File: src/assert_macros.svh
// Assertion macros for the RTL file that checks itself (the top level).
`ifndef ASSERT_MACROS_SVH
`define ASSERT_MACROS_SVH

// Same-cycle implication, sampled on clk, off while arst_n is low.
`define ASSERT_IMPLIES(label, ante, cons, msg) \
	label: assert property (@(posedge clk) disable iff (!arst_n) (ante) |-> (cons)) \
		else $error(msg);

// Next-cycle implication, sampled on clk, off while arst_n is low.
`define ASSERT_NEXT(label, ante, cons, msg) \
	label: assert property (@(posedge clk) disable iff (!arst_n) (ante) |=> (cons)) \
		else $error(msg);

`endif

File: src/ksbc_pkg.sv
// Types, constants and character helpers of the key square bigram cipher.
package ksbc_pkg;

	localparam int unsigned SIDE    = 6;
	localparam int unsigned CELLS   = SIDE * SIDE;
	localparam int unsigned LETTERS = 26;
	localparam int unsigned IDX_W   = 6;
	localparam int unsigned RC_W    = 3;
	// floor(p * 43 / 256) == floor(p / 6) for every p below 36
	localparam int unsigned ROW_RECIP = 43;

	localparam logic [7:0] CH_A   = 8'h41;
	localparam logic [7:0] CH_Z   = 8'h5A;
	localparam logic [7:0] CH_LA  = 8'h61;
	localparam logic [7:0] CH_LZ  = 8'h7A;
	localparam logic [7:0] CH_0   = 8'h30;
	localparam logic [7:0] CH_9   = 8'h39;
	localparam logic [7:0] CASE_D = 8'h20;

	typedef logic [IDX_W-1:0] idx_t;
	typedef logic [RC_W-1:0]  rc_t;

	localparam idx_t SYM_X    = idx_t'(23);
	localparam idx_t LAST_SYM = idx_t'(CELLS - 1);
	localparam idx_t FULL_CNT = idx_t'(CELLS);

	typedef enum logic [1:0] {
		MODE_KEY_CHAR = 2'd0,
		MODE_KEY_DONE = 2'd1,
		MODE_MSG_CHAR = 2'd2,
		MODE_MSG_DONE = 2'd3
	} mode_t;

	typedef enum logic [1:0] {
		OP_NONE,
		OP_FILL,
		OP_PAIR
	} op_t;

	typedef enum logic [2:0] {
		ST_IDLE,
		ST_FILL,
		ST_POS,
		ST_CELL,
		ST_SECOND
	} state_t;

	typedef struct packed {
		logic accept;
		logic fill_step;
		logic addr_load;
		logic emit_first;
		logic emit_second;
	} dp_cmd_t;

	typedef struct packed {
		op_t  op;
		logic fill_last;
		logic out_free;
	} dp_stat_t;

	typedef struct packed {
		logic ok;
		idx_t sym;
	} sym_t;

	// Uppercased alphanumeric symbol: A-Z are 0..25, 0-9 are 26..35.
	function automatic sym_t sym_of(input logic [7:0] c);
		sym_t       r;
		logic [7:0] u;
		u     = c;
		r.ok  = 1'b0;
		r.sym = '0;
		if (c inside {[CH_LA:CH_LZ]}) begin
			u = c - CASE_D;
		end
		if (u inside {[CH_A:CH_Z]}) begin
			r.ok  = 1'b1;
			r.sym = idx_t'(u - CH_A);
		end else if (u inside {[CH_0:CH_9]}) begin
			r.ok  = 1'b1;
			r.sym = idx_t'(u - CH_0) + idx_t'(LETTERS);
		end
		return r;
	endfunction

	function automatic logic [7:0] char_of(input idx_t s);
		logic [7:0] r;
		if (s < idx_t'(LETTERS)) begin
			r = CH_A + 8'(s);
		end else begin
			r = CH_0 + 8'(s - idx_t'(LETTERS));
		end
		return r;
	endfunction

	function automatic rc_t row_of(input idx_t p);
		logic [11:0] m;
		m = 12'(p) * 12'(ROW_RECIP);
		return rc_t'(m >> 8);
	endfunction

	function automatic rc_t col_of(input idx_t p);
		idx_t base;
		base = idx_t'(row_of(p)) * idx_t'(SIDE);
		return rc_t'(p - base);
	endfunction

	function automatic idx_t cell_of(input rc_t row, input rc_t col);
		return idx_t'(row) * idx_t'(SIDE) + idx_t'(col);
	endfunction

endpackage

File: src/ksbc_ctrl.sv
// Controller state machine: sequences key fill, pair lookup and result output.
module ksbc_ctrl
	import ksbc_pkg::*;
(
	input  logic     clk,
	input  logic     arst_n,
	input  logic     in_valid,
	output logic     in_ready,
	input  dp_stat_t stat,
	output dp_cmd_t  cmd
);

	state_t state_q;
	state_t state_d;

	always_ff @(posedge clk or negedge arst_n) begin
		if (!arst_n) begin
			state_q <= ST_IDLE;
		end else begin
			state_q <= state_d;
		end
	end

	always_comb begin
		state_d = state_q;
		case (state_q)
			ST_IDLE: begin
				if (in_valid) begin
					case (stat.op)
						OP_FILL: state_d = ST_FILL;
						OP_PAIR: state_d = ST_POS;
						default: state_d = ST_IDLE;
					endcase
				end
			end
			ST_FILL: begin
				if (stat.fill_last) begin
					state_d = ST_IDLE;
				end
			end
			ST_POS:  state_d = ST_CELL;
			ST_CELL: begin
				if (stat.out_free) begin
					state_d = ST_SECOND;
				end
			end
			ST_SECOND: begin
				if (stat.out_free) begin
					state_d = ST_IDLE;
				end
			end
			default: state_d = ST_IDLE;
		endcase
	end

	always_comb begin
		in_ready = 1'b0;
		cmd      = '0;
		case (state_q)
			ST_IDLE: begin
				in_ready   = 1'b1;
				cmd.accept = in_valid;
			end
			ST_FILL:   cmd.fill_step   = 1'b1;
			ST_POS:    cmd.addr_load   = 1'b1;
			ST_CELL:   cmd.emit_first  = stat.out_free;
			ST_SECOND: cmd.emit_second = stat.out_free;
			default: begin
				in_ready = 1'b0;
			end
		endcase
	end

endmodule

File: src/ksbc_dp.sv
// Datapath: key square and symbol position memories, pairing state, output register.
module ksbc_dp
	import ksbc_pkg::*;
(
	input  logic       clk,
	input  logic       arst_n,
	input  dp_cmd_t    cmd,
	output dp_stat_t   stat,
	input  logic [1:0] in_mode,
	input  logic [7:0] in_char,
	output logic       out_valid,
	input  logic       out_ready,
	output logic [7:0] out_char,
	output logic       out_pair_last,
	output logic       out_eom
);

	logic [7:0] square_mem [CELLS];
	idx_t       pos_mem [CELLS];

	logic [CELLS-1:0] present_q;
	idx_t             fill_q;
	idx_t             fill_idx_q;
	logic             ready_q;
	logic             holding_q;
	idx_t             held_q;
	logic             eom_q;
	idx_t             pos1_q;
	idx_t             pos2_q;
	logic [7:0]       cell1_q;
	logic [7:0]       cell2_q;
	logic             out_valid_q;
	logic [7:0]       out_char_q;
	logic             out_pair_last_q;
	logic             out_eom_q;

	mode_t md;
	sym_t  in_sym;
	idx_t  place_sym;
	logic  place_req;
	logic  place_en;
	idx_t  sym2;
	op_t   op;
	rc_t   r1, c1, r2, c2;
	idx_t  addr1, addr2;

	assign md        = mode_t'(in_mode);
	assign in_sym    = sym_of(in_char);
	assign place_sym = cmd.fill_step ? fill_idx_q : in_sym.sym;
	assign place_req = cmd.fill_step
		|| (cmd.accept && md == MODE_KEY_CHAR && in_sym.ok && !ready_q);
	assign place_en  = place_req && !present_q[place_sym] && (fill_q != FULL_CNT);
	assign sym2      = (md == MODE_MSG_DONE) ? SYM_X : in_sym.sym;

	always_comb begin
		case (md)
			MODE_KEY_DONE: op = ready_q ? OP_NONE : OP_FILL;
			MODE_MSG_CHAR: op = (ready_q && in_sym.ok && holding_q) ? OP_PAIR : OP_NONE;
			MODE_MSG_DONE: op = (ready_q && holding_q) ? OP_PAIR : OP_NONE;
			default:       op = OP_NONE;
		endcase
	end

	// output of a pair: square[r1][c2] then square[r2][c1]
	assign r1    = row_of(pos1_q);
	assign c1    = col_of(pos1_q);
	assign r2    = row_of(pos2_q);
	assign c2    = col_of(pos2_q);
	assign addr1 = cell_of(r1, c2);
	assign addr2 = cell_of(r2, c1);

	assign stat.op        = op;
	assign stat.fill_last = (fill_idx_q == LAST_SYM);
	assign stat.out_free  = !out_valid_q || out_ready;

	always_ff @(posedge clk) begin
		if (place_en) begin
			pos_mem[place_sym] <= fill_q;
		end
		if (cmd.accept) begin
			pos1_q <= pos_mem[held_q];
			pos2_q <= pos_mem[sym2];
		end
	end

	always_ff @(posedge clk) begin
		if (place_en) begin
			square_mem[fill_q] <= char_of(place_sym);
		end
		if (cmd.addr_load) begin
			cell1_q <= square_mem[addr1];
			cell2_q <= square_mem[addr2];
		end
	end

	always_ff @(posedge clk or negedge arst_n) begin
		if (!arst_n) begin
			present_q  <= '0;
			fill_q     <= '0;
			fill_idx_q <= '0;
			ready_q    <= 1'b0;
			holding_q  <= 1'b0;
		end else begin
			if (place_en) begin
				present_q[place_sym] <= 1'b1;
				fill_q               <= fill_q + idx_t'(1);
			end
			if (cmd.fill_step) begin
				if (fill_idx_q == LAST_SYM) begin
					fill_idx_q <= '0;
					ready_q    <= 1'b1;
				end else begin
					fill_idx_q <= fill_idx_q + idx_t'(1);
				end
			end
			if (cmd.accept) begin
				if (md == MODE_MSG_CHAR && ready_q && in_sym.ok) begin
					holding_q <= !holding_q;
				end else if (md == MODE_MSG_DONE) begin
					holding_q <= 1'b0;
				end
			end
		end
	end

	always_ff @(posedge clk) begin
		if (cmd.accept) begin
			eom_q <= (md == MODE_MSG_DONE);
			if (md == MODE_MSG_CHAR && !holding_q) begin
				held_q <= in_sym.sym;
			end
		end
	end

	always_ff @(posedge clk or negedge arst_n) begin
		if (!arst_n) begin
			out_valid_q <= 1'b0;
		end else if (cmd.emit_first || cmd.emit_second) begin
			out_valid_q <= 1'b1;
		end else if (out_ready) begin
			out_valid_q <= 1'b0;
		end
	end

	always_ff @(posedge clk) begin
		if (cmd.emit_first) begin
			out_char_q      <= cell1_q;
			out_pair_last_q <= 1'b0;
			out_eom_q       <= 1'b0;
		end else if (cmd.emit_second) begin
			out_char_q      <= cell2_q;
			out_pair_last_q <= 1'b1;
			out_eom_q       <= eom_q;
		end
	end

	assign out_valid     = out_valid_q;
	assign out_char      = out_char_q;
	assign out_pair_last = out_pair_last_q;
	assign out_eom       = out_eom_q;

endmodule

File: src/key_square_bigram_cipher.sv
// Key square bigram cipher, top level: controller plus datapath.
// Key characters, lone message characters and ignored items are taken in ST_IDLE alone.
// A message pair steps through position lookup, cell lookup, then the first and second
// result into the output register, each result waiting while the output stalls.
// Key finished walks all 36 symbols through the single write port.
// arst_n clears the square to empty and the pairing flag; no clearing pass.
`include "assert_macros.svh"

module key_square_bigram_cipher
	import ksbc_pkg::*;
(
	input  logic       clk,
	input  logic       arst_n,
	input  logic       s_tvalid,
	output logic       s_tready,
	input  logic [7:0] s_tdata,  // [7:0] char_in
	input  logic [1:0] s_tuser,  // [1:0] mode
	output logic       m_tvalid,
	input  logic       m_tready,
	output logic [7:0] m_tdata,  // [7:0] out_char
	output logic       m_tuser,  // [0] last_of_pair
	output logic       m_tlast   // end_of_message
);

	dp_cmd_t  cmd;
	dp_stat_t stat;

	ksbc_ctrl u_ctrl (
		.clk      (clk),
		.arst_n   (arst_n),
		.in_valid (s_tvalid),
		.in_ready (s_tready),
		.stat     (stat),
		.cmd      (cmd)
	);

	ksbc_dp u_dp (
		.clk           (clk),
		.arst_n        (arst_n),
		.cmd           (cmd),
		.stat          (stat),
		.in_mode       (s_tuser),
		.in_char       (s_tdata),
		.out_valid     (m_tvalid),
		.out_ready     (m_tready),
		.out_char      (m_tdata),
		.out_pair_last (m_tuser),
		.out_eom       (m_tlast)
	);

	`ASSERT_IMPLIES(a_eom_on_second, m_tvalid && m_tlast, m_tuser, "end of message on first of pair")
	`ASSERT_NEXT(a_second_follows, m_tvalid && m_tready && !m_tuser, m_tvalid && m_tuser, "second result missing")
	`ASSERT_IMPLIES(a_no_request_in_fill, cmd.fill_step, !s_tready, "request taken during fill")

endmodule

File: config.mk
export PLATFORM = sky130hd
export DESIGN_NAME = key_square_bigram_cipher
export DESIGN_NICKNAME = d
export VERILOG_FILES = /design/src/ksbc_pkg.sv /design/src/ksbc_ctrl.sv /design/src/ksbc_dp.sv /design/src/key_square_bigram_cipher.sv
export VERILOG_INCLUDE_DIRS = /design/src /design/src/src
export SDC_FILE = /design/constraint.sdc
export NUM_CORES = 1
export LEC_CHECK = 0
export BUFFER_PORTS_ARGS = -buffer_cell sky130_fd_sc_hd__buf_4
export CAP_MARGIN = 25
export CORE_MARGIN = 1
export CORE_UTILIZATION = 50
export DETAILED_ROUTE_END_ITERATION = 10
export GPL_TIMING_DRIVEN = 0
export PLACE_DENSITY_LB_ADDON = 0.3
export RECOVER_POWER = 100
export SLEW_MARGIN = 10
export SYNTH_ARGS = -nofsm -noshare
export SYNTH_HDL_FRONTEND = slang
export SYNTH_SLANG_ARGS = --single-unit
File: constraint.sdc
create_clock -name clk -period 10 [get_ports clk]
set_input_delay 2.5 -clock clk [delete_from_list [all_inputs] [get_ports clk]]
set_output_delay 2.5 -clock clk [all_outputs]
set_load 0.01 [all_outputs]
[Word level (Yosys, flattened, before mapping)]
Memory sizes are Yosys's and may differ from the RTL's. A register that Yosys moved wholly into a read port is not among the register bits.
Cells that the tools add are included.
Word-level totals
  memories: 2
  word-level logic and storage cells: 123
  memory bits (writable): 504
  output and inout port bits: 12
  flip-flop bits (word level): 71
Memory list
  u_dp.square_mem: depth 36, width 8, rd ports 2, clocked after Yosys merged registers in 2, wr ports 1, line ksbc_dp.sv:18  | logic [7:0] square_mem [CELLS];
  u_dp.pos_mem: depth 36, width 6, rd ports 2, clocked after Yosys merged registers in 2, wr ports 1, line ksbc_dp.sv:19  | idx_t pos_mem [CELLS];
Operators by class
  equality and inequality tests: 15
  mux-type cells: 36
  magnitude comparators: 9
  reduce and logical (&&, ||, !) cells: 31
  $mul: 4
  bitwise gates (word level): 1
  add/subtract/negate cells: 13
Operator list (count)
  $mux 8: 5
  $or 36x36->36: 1
  $mul 6x6->11 const B: 2
  $mux 6: 3
  $ge 8x7->1 const B: 2
  $le 8x7->1 const B: 2
  $logic_and 1x1->1: 15
  $mux 1: 15
  $pmux 3 s5: 1
  $mux 7: 2
  $add 6x1->6 const B: 2
  $add 6x3->6: 2
  $mux 3: 4
  $mul 3x2->5 const B: 2
  $add 6x8->8 const A: 1
  $add 7x6->8 const A: 1
  $ge 8x6->1 const B: 1
  $le 8x6->1 const B: 1
  $sub 8x6->8 const B: 1
  $lt 6x7->1 const B: 1
  $sub 6x5->7 const B: 1
  $add 6x5->6 const B: 1
  $bmux 1 s6: 1
  $demux 1 s6: 1
  other kinds (24): 41

[Depth between registers and ports, before layout]
  depth in word-level cells: 15
  mapped depth: 23

[Hierarchy]
Synthesis repeated with hierarchy kept, for this count alone.
Unflattened totals
  cell total of the unflattened synthesis: 1897
  area total of the unflattened synthesis: 30525.5 µm²
Modules (own cells, without submodules)
  ksbc_dp: instances 1, area each 30312.8 µm², cells each 1877, sequential area each 17742.0 µm²
  ksbc_ctrl: instances 1, area each 212.7 µm², cells each 20, sequential area each 75.1 µm²

[Least setup slack after synthesis]
No wires, ideal clock.
  kind: input port to flip-flop
  start point: input s_tdata[1]
  end point: memory u_dp.square_mem[23][1], enable pin
  data arrival time: 6.038 ns
  setup time: 0.383 ns
  setup slack: 3.578 ns
  stages: 16
  cell sequence: inv_1 ha_1 nor3b_1 a21o_1 or3_4 a2111oi_4 nor2_2 buf_6 mux2_4 a221oi_2 nor3_1 nor4_4 nand2b_1 buf_2 buf_2 nor3_1
Between the ends
  cells in the longest elaborated chain, start to end: 15
  elaborated cells between the ends (all ways): 27
Ends and longest elaborated chain
  start: declaration: line key_square_bigram_cipher.sv:16  | input logic [7:0] s_tdata,
  $ge 8x7->1 or $le 8x7->1 (tied branches): line ksbc_pkg.sv:74  | if (c inside {[CH_LA:CH_LZ]}) begin
  $logic_and 1x1->1: line ksbc_pkg.sv:74
  $mux 8 *: line ksbc_pkg.sv:74
  $sub 6x6->6, or another cell as far along: line ksbc_pkg.sv:82  | r.sym = idx_t'(u - CH_0) + idx_t'(LETTERS);
  $add 6x5->6 or $logic_and 1x1->1 (tied branches): line ksbc_pkg.sv:82, ksbc_pkg.sv:80
  $mux 7: line ksbc_pkg.sv:80  | end else if (u inside {[CH_0:CH_9]}) begin
  $mux 7 *: line ksbc_pkg.sv:77  | if (u inside {[CH_A:CH_Z]}) begin
  $mux 6: line ksbc_dp.sv:49  | assign place_sym = cmd.fill_step ? fill_idx_q : in_sym.sym;
  $bmux 1 s6: line ksbc_dp.sv:52  | assign place_en = place_req && !present_q[place_sym] && (fill_q != FULL_CNT);
  $mux 1 (not written as such): line ksbc_dp.sv:52
  $logic_not 1->1: line ksbc_dp.sv:52
  $logic_and 1x1->1 * (2 in series): line ksbc_dp.sv:52
  $mux 1 *: line ksbc_dp.sv:87  | if (place_en) begin
  $mux 1 (not written as such) *: line ksbc_dp.sv:88  | square_mem[fill_q] <= char_of(place_sym);
  end: declaration: line ksbc_dp.sv:18
Mark *: on every way between the ends. The rest lies on a longest branch, timed or not. The select of a mux whose other input is x is not followed.

[Worst setup path in the final report]
  start point: input s_tdata[0]
  end point: memory u_dp.pos_mem[8][0] (netlist name), enable pin
Between the ends
  cells in the longest elaborated chain, start to end: 15
  elaborated cells between the ends (all ways): 27
Ends and longest elaborated chain
  $ge 8x7->1 or $le 8x7->1 (tied branches): line ksbc_pkg.sv:74
  $logic_and 1x1->1: line ksbc_pkg.sv:74
  $mux 8 *: line ksbc_pkg.sv:74
  $sub 6x6->6, or another cell as far along: line ksbc_pkg.sv:82
  $add 6x5->6 or $logic_and 1x1->1 (tied branches): line ksbc_pkg.sv:82, ksbc_pkg.sv:80
  $mux 7: line ksbc_pkg.sv:80
  $mux 7 *: line ksbc_pkg.sv:77
  $mux 6: line ksbc_dp.sv:49
  $bmux 1 s6: line ksbc_dp.sv:52
  $mux 1 (not written as such): line ksbc_dp.sv:52
  $logic_not 1->1: line ksbc_dp.sv:52
  $logic_and 1x1->1 (2 in series): line ksbc_dp.sv:52
  $mux 1: line ksbc_dp.sv:77  | if (place_en) begin
  $mux 1 (not written as such): line ksbc_dp.sv:78  | pos_mem[place_sym] <= fill_q;
  end: declaration: line ksbc_dp.sv:19
Marked as above.

==> results.tsv <==
stage	metric	value	unit
synthesis	Cell variety after synth	81	
worst_setup_path	Slowest-stage cell, CP	a2111oi_0	
timing	Final Setup Violations	0	
route	DRC Markers	0	
worst_setup_path	kind of critical path	in -> reg	
synthesis	FF+latch count, synth	603	
worst_setup_path	Crit path max-delay family	simple AND/OR/NAND/NOR gates	
global_routing	largest net degree at the start of global routing	55	
timing	RSZ-0062 raised after global routing	false	
synthesis	Ys Warns	0	
layout	Fillers	4709	
layout	Layout Nets	2304	
worst_setup_path	Worst EP required	10.22	ns
route	Vias	20315	
die	Core Region	59500	µm²
layout	Post-Layout Cell Count	3030	
global_routing	initial antenna violation count	1	
clocking	CTS hold repair buffers	0	
run_status	failing checks	max-capacitance violations, max-slew violations	
worst_setup_path	Crit Path Max Fanout	10	
route	antenna viol nets, final	0	
clocking	cts bufs inserted	67	
clocking	CTS tree	done	
synthesis	share of the synthesized area in the top cell type	54.1	%
clocking	deepest clock path buffer count	3	
synthesis	number of flops mapped to enable cells by yosys	547	
clocking	Sink Count	603	
die	Starting Density	51.0	%
place	DP Cell Count	2891	
timing	final hold vios	0	
clocking	CTS root buf	clkbuf_16	
synthesis	register area share after synthesis	58.7	%
timing	Post-Route Setup TNS	0	ns
die	Die Y-Extent	248	µm
layout	area of the multi-input gates	12000	µm²
timing	Setup Skew	0.0282	ns
route	drt pass-1 iters	7	
synthesis	Main synth FF type	edfxtp_1	
global_routing	GRT Util Overall	29.3	%
synthesis	synth top area cells	edfxtp_1 (54%), mux4_2 (16%), dfrtp_1 (4.5%)	
die	DIE AREA	61700	µm²
run_status	status	finished with violations	
min_path	Hold Path Class	reg -> reg	
layout	Ant. Diodes	0	
place	post-DP HPWL	62.5	mm
die	die extent in x	248	µm
worst_setup_path	CP peak stage delay	1.51	ns
synthesis	Mapped Area	30400	µm²
die	I/O pin count	26	
worst_setup_path	CP bufs+invs	5	
global_routing	vias in the first global route	20060	
synthesis	Synth Instances	2013	
worst_setup_path	CP endpoint kind	flop	
synthesis	synthesized area per cell	15.1	µm²
timing	Final min period	8.44	ns
timing	Rel. slew slack	-96.4	%
timing	worst-margin pin slew	2.95	ns
route	initial DRC count	3041	
global_routing	Remaining Overflow, GRT	0	
clocking	Gates resized, CTS repair	0	
clocking	setup bufs post-CTS	0	
route	vias per cell	6.70	
route	routed wire length	87.9	mm
synthesis	area leader, netlist	edfxtp_1	
worst_setup_path	CP cell instances	clkbuf_1 > inv_1 > ha_1 > nor3b_1 > a21o_1 > or3_4 > a2111oi_0 > nor2_2 > clkbuf_1 > mux2_4 > a221oi_2 > nor3_1 > nor4_4 > nand2b_1 > buf_2 > buf_2 > nor3_1	
timing	final period utilization	84.4	%
timing	Final Max Tran Viols	220	
place	PortBufs	23	
job	Max-cap violations	7	
clocking	H-tree Lvls	3	
die	Row Count	89	
place	GPL Wtd Cong	0.960	
synthesis	Post-synth ARST share	8.96	%
clocking	Worst-Skew Late Latency	0.62	ns
global_routing	first-pass GRT wire length	130	mm
layout	FF/Latch Area	17800	µm²
timing	f_max	0.119	GHz
route	WL/cell	29.0	µm
worst_setup_path	Startpoint Class	input port	
clocking	clock slew at reported path FFs	0.06	ns
worst_setup_path	Data arrival, critical path	8.66	ns
layout	Layout Area Growth over Synthesis	12.6	%
layout	layout cell share with drive strength beyond 1	18.2	%
## final timing paths
check                                              start                             end  slack (ns)  cells past startpoint
max                                           s_tdata[0]    u_dp.pos_mem[8][0]$_DFFE_PP_        1.56                     17
min                        u_dp.present_q[5]$_DFFE_PN0P_   u_dp.present_q[5]$_DFFE_PN0P_        0.46                      1
max reg2reg                     u_dp.pos2_q[1]$_DFFE_PP_       u_dp.cell1_q[3]$_DFFE_PP_        2.63                     22
min reg2reg                u_dp.present_q[5]$_DFFE_PN0P_   u_dp.present_q[5]$_DFFE_PN0P_        0.46                      1
max in group asynchronous                         arst_n  u_dp.present_q[24]$_DFFE_PN0P_        5.46                      1
min in group asynchronous                         arst_n  u_dp.fill_idx_q[2]$_DFFE_PN0P_        2.85                      1
## routing by layer
| layer | vias to the layer above | share of wire, % | global-route usage [%] |
|---|---|---|---|
| met4 | 2 | 4.0 | 10.7 |
| met5 | - | 0.015 | 0 |
| met2 | 1357 | 44 | 43.1 |
| met3 | 219 | 12 | 6.93 |
| met1 | 10318 | 40 | 42.6 |
| li1 | 8419 | - | - |
## through the flow
step / instance area, µm² / hold slack, ns / utilization, % / setup WS, ns
floorplan: 30500 / 0.421 / - / 3.58
global placement: 31600 / 0.433 / 53.2 / 1.71
detailed placement: 32300 / 0.443 / 54.3 / 2.37
CTS: 34500 / 0.458 / 58.0 / 3.02
global route: 34200 / 0.478 / 57.5 / 1.34
finish: 34200 / 0.456 / 57.5 / 1.56
## Yosys cell counts, types with 8 or more instances
master,number
edfxtp_1,547
mux4_2,210
nand2_1,203
nor3_1,97
clkbuf_1,79
mux2i_1,79
ha_1,72
inv_1,64
nor2_1,62
dfrtp_1,54
nand3_1,54
o21ai_0,40
a21oi_1,38
xnor2_1,33
mux2_2,26
buf_1,24
o221ai_1,23
a31oi_1,21
a21o_1,19
buf_2,18
o22ai_1,17
a221oi_1,16
a22o_1,16
a311oi_1,15
fa_1,12
o211ai_1,10
and2_1,9
and3_1,9
o31ai_2,9
a211oi_1,8
a41o_1,8
nand4_1,8
xor2_1,8
## kinds of logic (layout without fill, tap and decap cells)
group	after synthesis	count (layout)	share of synthesized area (%)
flops	603	603	58.7
simple gates	477	477	7.21
mux	319	319	19.3
compound gates	295	295	7.24
buf+inv	193	402	2.57
fa+ha+maj	84	84	3.76
xor+xnor	41	41	1.18
other cells	1	36	0.0124
## state kept, by name (all words and copies together), names as in the netlist, 3 cells and up
register / cells
u_dp.pos_mem: 216
u_dp.square_mem: 288
u_dp.held_q: 6
u_dp.present_q: 36
u_dp.out_char: 8
u_dp.fill_idx_q: 6
u_dp.cell2_q: 8
u_dp.pos1_q: 6
u_dp.pos2_q: 6
u_dp.fill_q: 6
u_dp.cell1_q: 8
u_ctrl.state_q: 3
## cell type report
type,instances,area share [%]
well taps,773,2.83
clock buffers,91,5.50
inverters,65,0.714
clock inverters,29,0.853
repair buffers,89,1.45
plain buffers,128,1.49
multi-input cells,1252,35.0
flip-flops and latches,603,52.1
## layout by cell type (no fill, tap or decap), drive strengths merged, types with 38 or more instances in the layout
cell type,netlist,layout
a21oi,38,38
buf,49,56
clkbuf,79,252
dfrtp,54,54
edfxtp,547,547
ha,72,72
inv,65,70
mux2i,79,79
mux4,210,210
nand2,203,203
nand3,54,54
nor2,63,63
nor3,99,99
o21ai,45,45
## worst register-to-register path: cells and delay by family (launching register included)
kind | cells | cell delay [ns]
AO/OA/AOI/OAI | 5 | 0.80
XOR/XNOR | 4 | 1.57
multiplexers | 2 | 0.83
flip-flops | 1 | 0.50
buffers and inverters | 3 | 0.92
AND/OR/NAND/NOR | 2 | 0.16
adder cells (fa/ha/maj) | 6 | 2.32
Power is not shown: default switching activity piles up to over one toggle a cycle in this logic, so the estimate is an artifact.
